===== src/design/gcc_pkg.sv =====
// gcc_pkg: shared types and constants for the graph cycle checker
// no dependencies; imported by every module of the block
`default_nettype none

package gcc_pkg;

  localparam int NUM_NODES = 64;
  localparam int NODE_W    = 6;
  localparam int ACT_W     = 2;

  typedef logic [NODE_W-1:0]    node_t;
  typedef logic [NUM_NODES-1:0] row_t;

  // action codes of an input word
  typedef enum logic [ACT_W-1:0] {
    ACT_ADD   = 2'd0,
    ACT_QUERY = 2'd1,
    ACT_CLEAR = 2'd2
  } action_t;

  // sequencer states
  typedef enum logic [2:0] {
    ST_IDLE,
    ST_ADD_WR,
    ST_PICK,
    ST_MERGE,
    ST_DONE
  } state_t;

  // commands from the sequencer to the search frontier
  typedef struct packed {
    logic init;   // start a search at start_node
    logic mark;   // flag the picked node as expanded
    logic merge;  // or an adjacency row into the reached set
  } frontier_cmd_t;

endpackage

`default_nettype wire


===== src/design/gcc_adj_mem.sv =====
// gcc_adj_mem: adjacency matrix, one row per source node, with per-row valid bits
// depends on gcc_pkg; rows never written or cleared read back as all zero
`default_nettype none

module gcc_adj_mem
  import gcc_pkg::*;
(
  input  wire logic  clk,
  input  wire logic  rst,
  input  wire logic  clr,
  input  wire logic  rd_en,
  input  wire node_t rd_addr,
  output row_t       rd_row,
  input  wire logic  wr_en,
  input  wire node_t wr_addr,
  input  wire row_t  wr_row
);

  row_t mem [NUM_NODES];
  row_t row_valid;
  row_t rd_data;
  logic rd_valid;

  // row valid bits, cleared at once by reset or a clear word
  always_ff @(posedge clk) begin
    if (rst || clr) begin
      row_valid <= '0;
    end else if (wr_en) begin
      row_valid[wr_addr] <= 1'b1;
    end
  end

  // storage write port
  always_ff @(posedge clk) begin
    if (wr_en) begin
      mem[wr_addr] <= wr_row;
    end
  end

  // registered read port
  always_ff @(posedge clk) begin
    if (rd_en) begin
      rd_data  <= mem[rd_addr];
      rd_valid <= row_valid[rd_addr];
    end
  end

  // an unwritten row reads as no edges
  assign rd_row = rd_valid ? rd_data : '0;

endmodule

`default_nettype wire


===== config.mk =====
export PLATFORM = sky130hd
export DESIGN_NAME = gcc_adj_mem
export DESIGN_NICKNAME = d
export VERILOG_FILES = /design/src/design/gcc_pkg.sv /design/src/design/gcc_adj_mem.sv
export SDC_FILE = /design/constraint.sdc
export NUM_CORES = 2
export LEC_CHECK = 0
export ABC_AREA = 1
export BUFFER_PORTS_ARGS = -buffer_cell sky130_fd_sc_hd__clkbuf_2
export CORE_MARGIN = 4
export CORE_UTILIZATION = 30
export CTS_BUF_LIST = sky130_fd_sc_hd__clkbuf_8
export DETAILED_ROUTE_END_ITERATION = 7
export PLACE_DENSITY = 0.55
export SLEW_MARGIN = 10
export SYNTH_ARGS = -nofsm -noshare
export SYNTH_HDL_FRONTEND = slang
export SYNTH_SLANG_ARGS = --single-unit

===== constraint.sdc =====
create_clock -name clk -period 12.85 [get_ports clk]
set_input_delay 2.57 -clock clk [delete_from_list [all_inputs] [get_ports clk]]
set_output_delay 2.57 -clock clk [all_outputs]
set_load 0.01 [all_outputs]

# == Yosys cells after proc, flatten, opt, wreduce, memory -nomap -nowiden ==
# Memories as Yosys holds them, arrays and structs flattened. A register that Yosys moved wholly into a read port is not among the register bits.
# Index checks and enable logic that the tools add are counted.
# word_totals
reg_bits,65
ramBits,4096
in_bits,81
wordCells,16
n_memories,1
# mem_list
memory,depth,width,rd,rd_clocked_by_memory_dff,wr,line_no,source
mem,64,64,1,1,1,gcc_adj_mem.sv:19,row_t mem [NUM_NODES];
# classes
magnitude_cmp,3
mux,7
n_bitwise,1
n_reduce_logical,2
# op_table
operator,count
$mux W64,1
$or A64 B64 Y64,1
$lt A6 B7 Y1 const B,2
$bmux W1 S6,1
$demux W1 S6,1
$ge A6 B1 Y1 const B,1
$mux W1,4
$logic_and A1 B1 Y1,1
$logic_or A1 B1 Y1,1

# == Logic depth before layout (Yosys ltp) ==
# depth
word_depth,5
mapped_depth,12
mapped_depth_nobuf,9

# == Least setup slack after synthesis ==
# OpenSTA, ideal clock, no wires.
# synth_path
kind,input-to-reg
startpoint,in wr_en
endpoint,mem mem[55][0] (netlist name) (enable)
arrival_ps,5803
required_ps,12362
setup_slack_ps,6559
path_stages,4
path_buffers,0
path_cell_list,clkinv_1 nor3_1 inv_1 nor2_1
# synth_via
elab_chain_len,2
# synth_lines
element,line_no,source
start: declaration,gcc_adj_mem.sv:14,"input wire logic wr_en,"
$mux W1,gcc_adj_mem.sv:35,if (wr_en) begin
$mux W1 (implied by the code),gcc_adj_mem.sv:36,mem[wr_addr] <= wr_row;
end: declaration,gcc_adj_mem.sv:19,
# No other way between the ends.

==> results.py <==
metrics = {
    "routing": {
        "wl_per_cell_um": 25.7,
        "detail_route.vias_per_cell": 5.14,
        "drt-initial-drc-count": 13793,
        "vias": 113531,
        "dr.pass1.iters": 7,
        "finalWirelength_mm": 568,
        "detail-route-antenna-nets": 0,
        "drc": 0,
    },
    "timing": {
        "post-route-period-util": 0.481,
        "rsz0062_at_grt": "no",
        "holdWs_ns": 0.468,
        "fin_tns_setup_ns": 0,
        "fin_skew_ns": 0.0696,
        "finalHoldViolCount": 0,
        "worstMarginPinSlew_ns": 1.35,
        "period_needed_ns": 6.18,
        "fmax_mhz": 162,
        "slew_headroom": 0.100,
        "setup_violations": 0,
        "finalMaxSlewViolations": 0,
    },
    "cells_and_area": {
        "syn2layout_area_growth_pct": 12.4,
        "final_nets": 14193,
        "fillers": 55188,
        "drive_above_1_share": 0.0877,
    },
    "synthesis": {
        "synth_cells": 13920,
        "syn_area_per_cell_um2": 12.1,
        "ys_warn_count": 0,
        "synth.distinct_cells": 15,
        "ys_ff_latch": 4225,
        "yosysSeqAreaShare": 0.750,
        "syn_nets": 14001,
        "synth_area_mm2": 0.168,
    },
    "flow_run": {
        "max_cap_violations": 0,
    },
    "floorplan": {
        "die_area_mm2": 0.573,
        "start_util": 0.302,
        "die_w_um": 757,
        "fp.dieH_um": 757,
        "core_area_mm2": 0.558,
        "row_count": 274,
        "pin_count": 145,
    },
    "clocking": {
        "postCtsSetupBuffers": 0,
        "cts.sinks": 4225,
        "insertion_delay_ns": 1.26,
        "cts_resized": 0,
        "clk_pin_slew_ns": 0.06,
        "cts_buffer_depth": 4,
        "h-tree-depth": 6,
        "clock_tree.root_cell": "clkbuf_8",
        "cts_tree": "built",
        "ctsHoldBuffers": 0,
        "numCtsBuffers": 684,
    },
    "worst_setup_path": {
        "crit_path_start_kind": "input pin",
        "critPathKind": "input pin to flip-flop",
        "required_ns": 13.96,
        "cp_data_arrival_time_ns": 7.29,
        "path_cells": "buf_12 > buf_4 > buf_12 > buf_4 > buf_4 > nand2_1 > nand3_1 > nand3_1 > nand3_1 > nand3_1 > nand2_1 > nand2_1 > nand2_1",
        "slowest_stage": "buf_4",
        "crit_path_end_kind": "flip-flop",
        "worstPathMaxFanout": 186,
        "path_buf_inv": 5,
        "max_stage_delay_ns": 0.84,
        "crit_family": "buffers and inverters",
    },
    "place": {
        "dpl.hpwl_mm": 279,
        "gp_congestion": 0.778,
        "port_buffers": 144,
    },
    "min_path": {
        "min_path_type": "flip-flop to flip-flop",
    },
    "power_and_ir_drop": {
        "fin_total_pwr_mw": 27.7,
        "ir_worst_vdd_uv": 87.7,
        "powerDensity_mw_per_mm2": 146,
        "leakage_nw": 66.5,
    },
    "grt": {
        "grt_pass1_wl_mm": 801,
        "globalRouteOverflowTotal": 0,
        "antenna_found_initial": 52,
        "grt_max_degree": 195,
        "grt_usage": 0.191,
        "grt_pass1_vias": 106704,
    },
    "outcome": {
        "status": "finished, final reports clean",
    },
}
-- worst reg2reg max path: cells and delay by family, from the launching register on --
family / cells / cell delay [ns]
flip-flops: 1 / 0.35
AND/OR/NAND/NOR: 8 / 1.23
-- Yosys cell counts (all sizes together) --
cell / count / share of area
nand2: 4558 / 0.10
edfxtp: 4161 / 0.74
nand3: 3900 / 0.12
buf: 691 / 0.020
clkbuf: 230 / 0.0051
nor2: 195 / 0.0043
inv: 105 / 0.0023
dfxtp: 64 / 0.0076
nor3: 14 / 0.00042
clkinv: 1 / 0.000022
or2: 1 / 0.000037
-- metal layers --
metal | vias to the layer above | global-route usage | part of all wire
met1 | 57180 | 0.261 | 0.41
met5 | - | 0 | 0.00032
met4 | 30 | 0.0650 | 0.035
met3 | 1105 | 0.0371 | 0.089
li1 | 49879 | - | -
met2 | 5337 | 0.304 | 0.46
-- metrics by stage --
stage	setup slack, ns	instances	util	area [um2]
detailed placement	5.58	20877	0.317	177000
global placement	5.52	20875	0.317	177000
CTS	6.94	22087	0.339	189000
finish	6.67	22107	0.339	189000
global route	6.44	22093	0.339	189000
floorplan	6.56	13920	-	168000
-- path summary, 6_finish.rpt --
path,start,end,slack (ns),cells past startpoint
setup / recovery,rd_addr[0],rd_data[18],6.67,13
hold / removal,row_valid[63],row_valid[63],0.47,2
setup reg to reg,mem[59][13],rd_data[13],10.91,8
hold reg to reg,row_valid[63],row_valid[63],0.47,2
-- state kept, by name, indices dropped and copies added, names as in the netlist --
signal	flops
row_valid	64
rd_data	64
mem	4096
rd_valid	1
-- layout by cell type (no fill, tap or decap) --
cell type,instances
nand3_1,3900
buf_2,5
edfxtp_1,4161
buf_12,24
buf_6,2
bufinv_16,8
buf_8,4
clkinv_4,2
clkinv_1,157
clkbuf_8,702
nor2_1,138
dfxtp_1,64
nor3_1,14
inv_12,2
nor2_4,57
inv_6,23
inv_1,361
clkinv_2,30
or2_2,1
buf_4,260
clkinv_8,4
clkbuf_2,132
inv_8,17
clkinvlp_4,10
diode_2,19
nand2_1,4558
-- cells by family after synthesis --
family / after synthesis / synth area share
and+or+nand+nor: 8668 / 0.222
DFF: 4225 / 0.750
buffers and inverters: 1027 / 0.0276
-- layout make-up --
type | instances | area (um2) | share of cell area
Clock inverter | 508 | 2440 | 0.0129
Tap cell | 7452 | 9320 | 0.0493
Multi-Input combinational cell | 8668 | 37900 | 0.200
Clock buffer | 702 | 9660 | 0.0511
Sequential cell | 4225 | 126000 | 0.667
Inverter | 106 | 475 | 0.00251
Antenna cell | 19 | 47.5 | 0.000251
Timing Repair Buffer | 427 | 3200 | 0.0169
-- report_power, final --
group          internal, mW  switching (mW)
clock network          5.23            5.42
logic                 0.389            1.29
registers              15.3          0.0593
Note: power is estimated with default switching activity, not from simulation.
