<file path="src/design/gcc_pkg.sv">
// gcc_pkg: shared types and constants for the graph cycle checker
// no dependencies; imported by every module of the block
`default_nettype none

package gcc_pkg;

  localparam int NUM_NODES = 64;
  localparam int NODE_W    = 6;
  localparam int ACT_W     = 2;

  typedef logic [NODE_W-1:0]    node_t;
  typedef logic [NUM_NODES-1:0] row_t;

  // action codes of an input word
  typedef enum logic [ACT_W-1:0] {
    ACT_ADD   = 2'd0,
    ACT_QUERY = 2'd1,
    ACT_CLEAR = 2'd2
  } action_t;

  // sequencer states
  typedef enum logic [2:0] {
    ST_IDLE,
    ST_ADD_WR,
    ST_PICK,
    ST_MERGE,
    ST_DONE
  } state_t;

  // commands from the sequencer to the search frontier
  typedef struct packed {
    logic init;   // start a search at start_node
    logic mark;   // flag the picked node as expanded
    logic merge;  // or an adjacency row into the reached set
  } frontier_cmd_t;

endpackage

`default_nettype wire

</file>
<file path="src/design/gcc_frontier.sv">
// gcc_frontier: reached and expanded node sets of a reachability search
// depends on gcc_pkg; picks the lowest reached node not yet expanded
`default_nettype none

module gcc_frontier
  import gcc_pkg::*;
(
  input  wire logic          clk,
  input  wire frontier_cmd_t cmd,
  input  wire node_t         start_node,
  input  wire row_t          merge_row,
  input  wire node_t         goal_node,
  output logic               goal_hit,
  output logic               pending,
  output node_t              pick_node
);

  row_t reached;
  row_t expanded;
  row_t open_set;

  // set updates
  always_ff @(posedge clk) begin
    if (cmd.init) begin
      reached  <= row_t'(1) << start_node;
      expanded <= '0;
    end else begin
      if (cmd.merge) begin
        reached <= reached | merge_row;
      end
      if (cmd.mark) begin
        expanded[pick_node] <= 1'b1;
      end
    end
  end

  assign open_set = reached & ~expanded;
  assign pending  = |open_set;
  assign goal_hit = reached[goal_node];

  // lowest open node
  always_comb begin
    pick_node = '0;
    for (int i = NUM_NODES - 1; i >= 0; i--) begin
      if (open_set[i]) begin
        pick_node = node_t'(i);
      end
    end
  end

endmodule

`default_nettype wire

</file>
<file path="config.mk">
export PLATFORM = sky130hd
export DESIGN_NAME = gcc_frontier
export DESIGN_NICKNAME = d
export VERILOG_FILES = /design/src/design/gcc_pkg.sv /design/src/design/gcc_frontier.sv
export SDC_FILE = /design/constraint.sdc
export NUM_CORES = 1
export LEC_CHECK = 0
export BUFFER_PORTS_ARGS = -buffer_cell sky130_fd_sc_hd__buf_2
export CAP_MARGIN = 25
export CORE_UTILIZATION = 45
export CTS_CLUSTER_DIAMETER = 40
export DETAILED_ROUTE_END_ITERATION = 6
export PLACE_DENSITY = 0.67
export REMOVE_ABC_BUFFERS = 1
export SETUP_SLACK_MARGIN = 0.4
export SKIP_CTS_REPAIR_TIMING = 1
export SYNTH_ARGS = -nofsm -noshare
export SYNTH_HDL_FRONTEND = slang
export SYNTH_SLANG_ARGS = --single-unit
</file>
<file path="constraint.sdc">
create_clock -name clk -period 3.87 [get_ports clk]
set_input_delay 0.774 -clock clk [delete_from_list [all_inputs] [get_ports clk]]
set_output_delay 0.774 -clock clk [all_outputs]
set_load 0.02 [all_outputs]
</file>
Word level (Yosys, flattened, before mapping). Cells that the tools add are included.

Magnitude comparators: 3. Shift operators: 1. Multiplexer cells: 70. Bitwise logic cells: 4. Reductions and logical operators: 3.

Operators by type and width (count): 6-bit two-way mux (64); 64-bit two-way mux (2); 64-bit OR (2); 64-bit bitwise AND (1); 64-bit inverter (1); 64-bit OR reduction (1); 1-bit by 6-bit << shifter with 64-bit output, first input constant (1); 6-bit by 7-bit < comparator with 1-bit output, second input constant (2); 1-bit binary-select mux with 6-bit select (1); 1-bit demux with 6-bit select (1); 6-bit by 1-bit greater-or-equal comparator with 1-bit output, second input constant (1); 1-bit two-way mux (2); 2-bit nonzero test (1); 1-bit logical AND (1).

Flip-flop bits (word level): 128. Input port bits: 80. Output and inout bits: 8.

Depth between registers and ports, before layout. Gate-level depths: netlist of the first run.

Depth in word-level cells: 71. Gate-level depth with buffers: 10.

Worst setup path before layout of the first run. No wires, ideal clock.

Path type: input-to-output. Start: input goal_node[0]. End: output goal_hit. Arrival time: 3.233 ns. Slack: -0.137 ns. Stages: 5. Buffers on the path: 2. Cells stage by stage: clkbuf_1 -> buf_1 -> mux4_2 -> mux4_2 -> mux4_2.

Cells in the longest elaborated chain, start to end: 2.

Ends and longest elaborated chain: start: declaration (RTL line gcc_frontier.sv:12) `input wire node_t goal_node,`; 1-bit binary-select mux with 6-bit select (RTL line gcc_frontier.sv:39) `assign goal_hit = reached[goal_node];`; 1-bit two-way mux (implied by the code) (RTL line gcc_frontier.sv:39); end: declaration (RTL line gcc_frontier.sv:13) `output logic goal_hit,`.

No other way between the ends. The select of a mux whose other input is x is not followed.

Worst setup path after layout of the first run. Ends and elaborated chain as after synthesis.

==> metrics.cfg, run 1 <==
[yosys]
synthCells=724
synth_common_cells=o22ai_1 (106), nor2_1 (98), dfxtp_1 (64), edfxtp_1 (64), inv_1 (61)
synth_area_leaders=edfxtp_1 (28%), dfxtp_1 (19%), o22ai_1 (9.7%)
synth_top_cell_area_share_pct=28.1
synth_most_common_cell=o22ai_1
synth-main-ff-cell=edfxtp_1
synth_top_area_cell=edfxtp_1
syn_area_um2=6850
yosysUniqueCellTypes=62
yosys_warnings=0
synth.avg_cell_area_um2=9.46
synth_edf_count=64
ys_seq_area_share_pct=46.8
synth-seq-cells=128
synthArstFlopShare_pct=0

[worst_setup_path]
worst_setup_path_start_kind=primary input
r2r_end=expanded[38]$_SDFFE_PP0P_
crit_type=primary input to primary output
reg2reg_slack_ns=0.65
cp_slowest_stage_delay_ns=0.53
path_cells=buf_8 -> buf_12 -> mux4_2 -> mux4_2 -> mux4_2 -> buf_6
ff2ff_path_depth=8
cp.arrival_ns=2.69
crit_buf_inv=3
worstPathMaxFanout=8
crit_slowest_cell=mux4_2
cp_top_family=multiplexers
end_kind=primary output
worstPathRequired_ns=3.10
r2r-start=reached[59]$_DFFE_PP_
crit_top_cell=mux4_2

[grt]
grt_pass1_vias=6186
grt_overflow=0
grtUsageTotal_pct=28.5
grt_start_max_net_pins=82
antenna_found_initial=0
grt_first_pass_wirelength_um=33900

[worst_hold_path]
hold_class=flop to flop
min_delay_path_depth=2
worstHoldStart=expanded[11]$_SDFFE_PP0P_
min_to=expanded[11]$_SDFFE_PP0P_

[power_and_ir_drop]
power.leakage_nw=2.89
vdd_ir_drop_max_mv=0.338
net-switching-power_mw=1.10
combPwrFrac_pct=16.4
internal_power_mw=2.65
netSwitchingFraction_pct=29.3
clkPwrFrac_pct=40.9
power_frac_seq_pct=42.7
p_per_area_nw_per_um2=458

[cts]
htree_levels=4
tritoncts=yes
root_buffer=clkbuf_16
cts_sinks=128
clock_latency_ns=0.42
clk_pin_slew_ns=0.06
numCtsBuffers=17
cts.path.max_buffers=2

[placement]
port_buffers=87
post-dp-hpwl_um=16500
gp_congestion=0.991

[sta]
fmax_ghz=0.289
fin_skew_ns=0.0120
fin_crit_ns=3.46
tightest_slew_ns=0.818
slew_headroom_pct=45.5
period_share_pct=89.4
drv_slew=0
rsz0062_at_grt=yes
tns_ns=0
setup_viol=0
hold_viol_final=0

[route]
routed_wl_um=21800
wire_per_inst_um=21.6
viasPerCell=6.35
drt_iter0_drc=708
via_count=6412
drtPass1Iterations=7
drc_errors=2
ant_nets=0

[cells_and_area]
multi_input_area_um2=3370
syn_to_final_growth_pct=19.5
antenna_cells=0
drive_gt1_share_pct=21.7
post-route-util_pct=55.7
seq_area_um2=3200
fin_nets=892
fillCellCount=1292

[die]
core_area_um2=14700
rows=44
dieArea_um2=15700
initial_core_util_pct=46.6
boundaryPins=88
dieHeight_um=125
chipWidth_um=125

[status]
status=complete, but fails checks
violations=design-rule violations

[run]
cap_viol_max_count=0

worst max-delay path by stage:
stage | start | cells after the start | slack [ns] | end
3_3_place_gp | goal_node[0] | 6 | 0.33 | goal_hit
3_5_place_dp | goal_node[0] | 6 | 0.33 | goal_hit
2_1_floorplan | goal_node[0] | 3 | 0.86 | goal_hit
6_report | goal_node[0] | 6 | 0.41 | goal_hit
5_1_grt | goal_node[0] | 6 | 0.39 | goal_hit
4_1_cts | reached[20]$_DFFE_PP_ | 7 | 0.33 | pick_node[0]
through the flow:
stage          total power, mW  area, um2  cells  setup slack [ns]  hold slack (ns)
2_1_floorplan             1.93       6720    693             0.860            0.420
3_3_place_gp              2.18       7480    975             0.331            0.453
3_5_place_dp              2.20       7480    975             0.327            0.449
4_1_cts                   3.70       8040   1007             0.326            0.461
5_1_grt                   3.86       8180   1009             0.387            0.483
6_report                  3.75       8180   1009             0.408            0.474
kinds of logic (layout without fill, tap and decap cells):
group	Yosys count	count (layout)	synth area share (%)
multiplexers	21	21	6.91
flip-flops	128	128	46.8
AO/OA/AOI/OAI	180	180	18.1
AND/OR/NAND/NOR	302	302	23.0
buffers and inverters	93	194	5.28
layout by cell type (no fill, tap or decap), types with 17 or more instances in the layout:
master / netlist / routed
buf_2: 1 / 83
clkbuf_16: 0 / 18
dfxtp_1: 64 / 64
edfxtp_1: 64 / 64
inv_1: 61 / 61
mux4_2: 21 / 21
nand2_1: 43 / 43
nand2b_1: 30 / 30
nand3_1: 17 / 17
nor2_1: 98 / 97
nor2b_1: 54 / 52
o22ai_1: 106 / 106
state kept, by name (all words and copies together), names as in the netlist:
name	count
reached	64
expanded	64
layer usage:
layer	vias to the layer above	global-route usage [%]	part of all wire [%]
met4	0	13.8	3.9
met3	54	5.13	8.7
met2	345	44.5	46
li1	2891	-	-
met1	3122	38.3	42
met5	-	0	0
final cells by class:
type	instances	share of cell area (%)
Multi-Input combinational cell	503	41.1
Sequential cell	128	39.1
Tap cell	184	2.81
Clock buffer	17	5.20
Timing Repair Buffer	100	7.14
Clock inverter	15	1.65
Inverter	62	2.91
power by group through the flow:
stage / Sequential, mW / Clock [mW] / Combinational (mW)
after global routing: 1.60 / 1.60 / 0.665
after detailed placement: 1.62 / 0 / 0.577
after floorplan: 1.57 / 0 / 0.361
after global placement: 1.62 / 0 / 0.565
final: 1.60 / 1.53 / 0.615
after CTS: 1.59 / 1.53 / 0.579
worst register-to-register path: cells and delay by family, from the launching register on:
family	cells	cell delay, ns
simple gates	3	1.06
compound gates	5	1.57
flops	1	0.47
Power figures use the tool's default switching activity.
==> inputs of run 2 (changes only) <==
PLACE_DENSITY = 0.63   (was 0.67)
==> run 2 against run 1 <==
Compared with the run above: wire length shrank 1.1%; fmax grew 0.14%; sequential cell count is the same; count of clock-buffer cells in the layout is the same; the flow now finishes without violations; setup slack gained 0.0048 ns; critical endpoint unchanged; sequential power is essentially flat; non-clock buffer count shrank 3.
==> metrics.cfg, run 2 (same netlist as run 1, synthesis figures left out) <==
[placement]
port_buffers=87
gp_congestion=0.908
dp.cells=973
post-dp-hpwl_um=16300

[power_and_ir_drop]
power_frac_seq_pct=40.6
clkPwrFrac_pct=43.9
combPwrFrac_pct=15.5
net-switching-power_mw=1.10
vdd_ir_drop_max_mv=0.347
power.leakage_nw=2.92
p_per_area_nw_per_um2=477
netSwitchingFraction_pct=27.8
internal_power_mw=2.84

[worst_hold_path]
worstHoldStart=expanded[12]$_SDFFE_PP0P_
min_to=expanded[12]$_SDFFE_PP0P_
hold_class=flop to flop
min_delay_path_depth=2

[cells_and_area]
layout_common_cells=o22ai_1 (106), nor2_1 (96), buf_2 (83)
finalNonFillerCells=1005
top_regs=expanded: 64 flops, reached: 64 flops
syn_to_final_growth_pct=20.5
drive_gt1_share_pct=21.6
fillCellCount=1296
fin_nets=889
antenna_cells=0
final_common_cell=o22ai_1

[worst_setup_path]
path_cells=buf_8 -> buf_12 -> mux4_2 -> mux4_2 -> mux4_2 -> buf_6
worstPathRequired_ns=3.10
worst_setup_path_start_kind=primary input
end_kind=primary output
crit_buf_inv=3
cp_top_family=multiplexers
r2r-start=reached[59]$_DFFE_PP_
crit_slowest_cell=mux4_2
worstPathMaxFanout=8
ff2ff_path_depth=8
cp.arrival_ns=2.68
cp_slowest_stage_delay_ns=0.53
crit_top_cell=mux4_2
reg2reg_slack_ns=0.64
crit_type=primary input to primary output
r2r_end=expanded[6]$_SDFFE_PP0P_

[cts]
tritoncts=yes
cts.path.max_buffers=2
clk_pin_slew_ns=0.05
clock_latency_ns=0.43
htree_levels=4
cts_sinks=128
root_buffer=clkbuf_16
numCtsBuffers=17

[die]
dieHeight_um=125
chipWidth_um=125
core_area_um2=14700
boundaryPins=88
initial_core_util_pct=46.6
dieArea_um2=15700
rows=44

[route]
drc_errors=0
ant_nets=0
via_count=6216
routed_wl_um=21600
drt_iter0_drc=741
drtPass1Iterations=5
wire_per_inst_um=21.5
viasPerCell=6.19

[grt]
grt_start_max_net_pins=65
grt_pass1_vias=6000
antenna_found_initial=1
grt_first_pass_wirelength_um=33300
grt_overflow=0
grtUsageTotal_pct=28.1

[sta]
hold_ws_ns=0.462
hold_viol_final=0
tightest_slew_ns=0.729
fin_skew_ns=0.00953
slew_headroom_pct=51.3
drv_slew=0
rsz0062_at_grt=yes
fin_crit_ns=3.46
setup_viol=0
fmax_ghz=0.289
tns_ns=0
period_share_pct=89.3

[run]
cap_viol_max_count=0

[status]
status=complete, no violations

## run 2: cell count changes in the layout (fill, tap and decap cells not counted), moves of 2 or more
cell,before,now
buf_12,1,3
buf_4,12,7
bufinv_16,1,4
clkinvlp_4,4,2
## run 2: worst max path at each step
| stage | from | end | depth (start not counted) |
|---|---|---|---|
| final | goal_node[0] | goal_hit | 6 |
| after global routing | reached[17]$_DFFE_PP_ | pick_node[1] | 8 |
| after CTS | reached[55]$_DFFE_PP_ | pick_node[0] | 7 |
| after detailed placement | goal_node[0] | goal_hit | 6 |
| after global placement | goal_node[0] | goal_hit | 6 |
| after floorplan | goal_node[0] | goal_hit | 3 |
## run 2: layer usage
layer / vias to the layer above / share of wire (%) / wire (um) / track usage [%]
met5: - / 0.060 / 13 / 0
met4: 2 / 1.3 / 271 / 7.10
met3: 28 / 7.7 / 1660 / 6.16
met2: 268 / 46 / 10000 / 44.4
met1: 3033 / 45 / 9620 / 39.2
li1: 2885 / - / - / -
## run 2: power by group through the flow
stage | Sequential, mW | Clock [mW] | Combinational [mW]
CTS | 1.59 | 1.74 | 0.579
finish | 1.60 | 1.73 | 0.610
detailed placement | 1.62 | 0 | 0.576
global placement | 1.62 | 0 | 0.567
floorplan | 1.57 | 0 | 0.361
global route | 1.60 | 1.80 | 0.660
## run 2: stage by stage
stage | power [mW] | utilization, % | worst slack (ns) | cell area (um2)
final | 3.94 | 56.1 | 0.413 | 8250
after global routing | 4.06 | 56.1 | 0.375 | 8250
after CTS | 3.91 | 55.3 | 0.254 | 8120
after detailed placement | 2.20 | 51.0 | 0.317 | 7490
after global placement | 2.18 | 51.0 | 0.322 | 7490
after floorplan | 1.93 | - | 0.860 | 6720
## run 2: cell type report
class | count | area [um2] | area share, %
multi-input combinational | 503 | 3370 | 40.8
inverter | 62 | 233 | 2.82
tap | 184 | 230 | 2.79
timing repair buffer | 97 | 587 | 7.11
clock buffer | 17 | 425 | 5.16
clock inverter | 14 | 204 | 2.47
sequential | 128 | 3200 | 38.8
## run 2: tightest hold or removal path: cells and delay by family, from the launching register on
family / cells / cell delay (ns)
flip-flops: 1 / 0.31
buffers and inverters: 1 / 0.05
AO/OA/AOI/OAI: 1 / 0.05
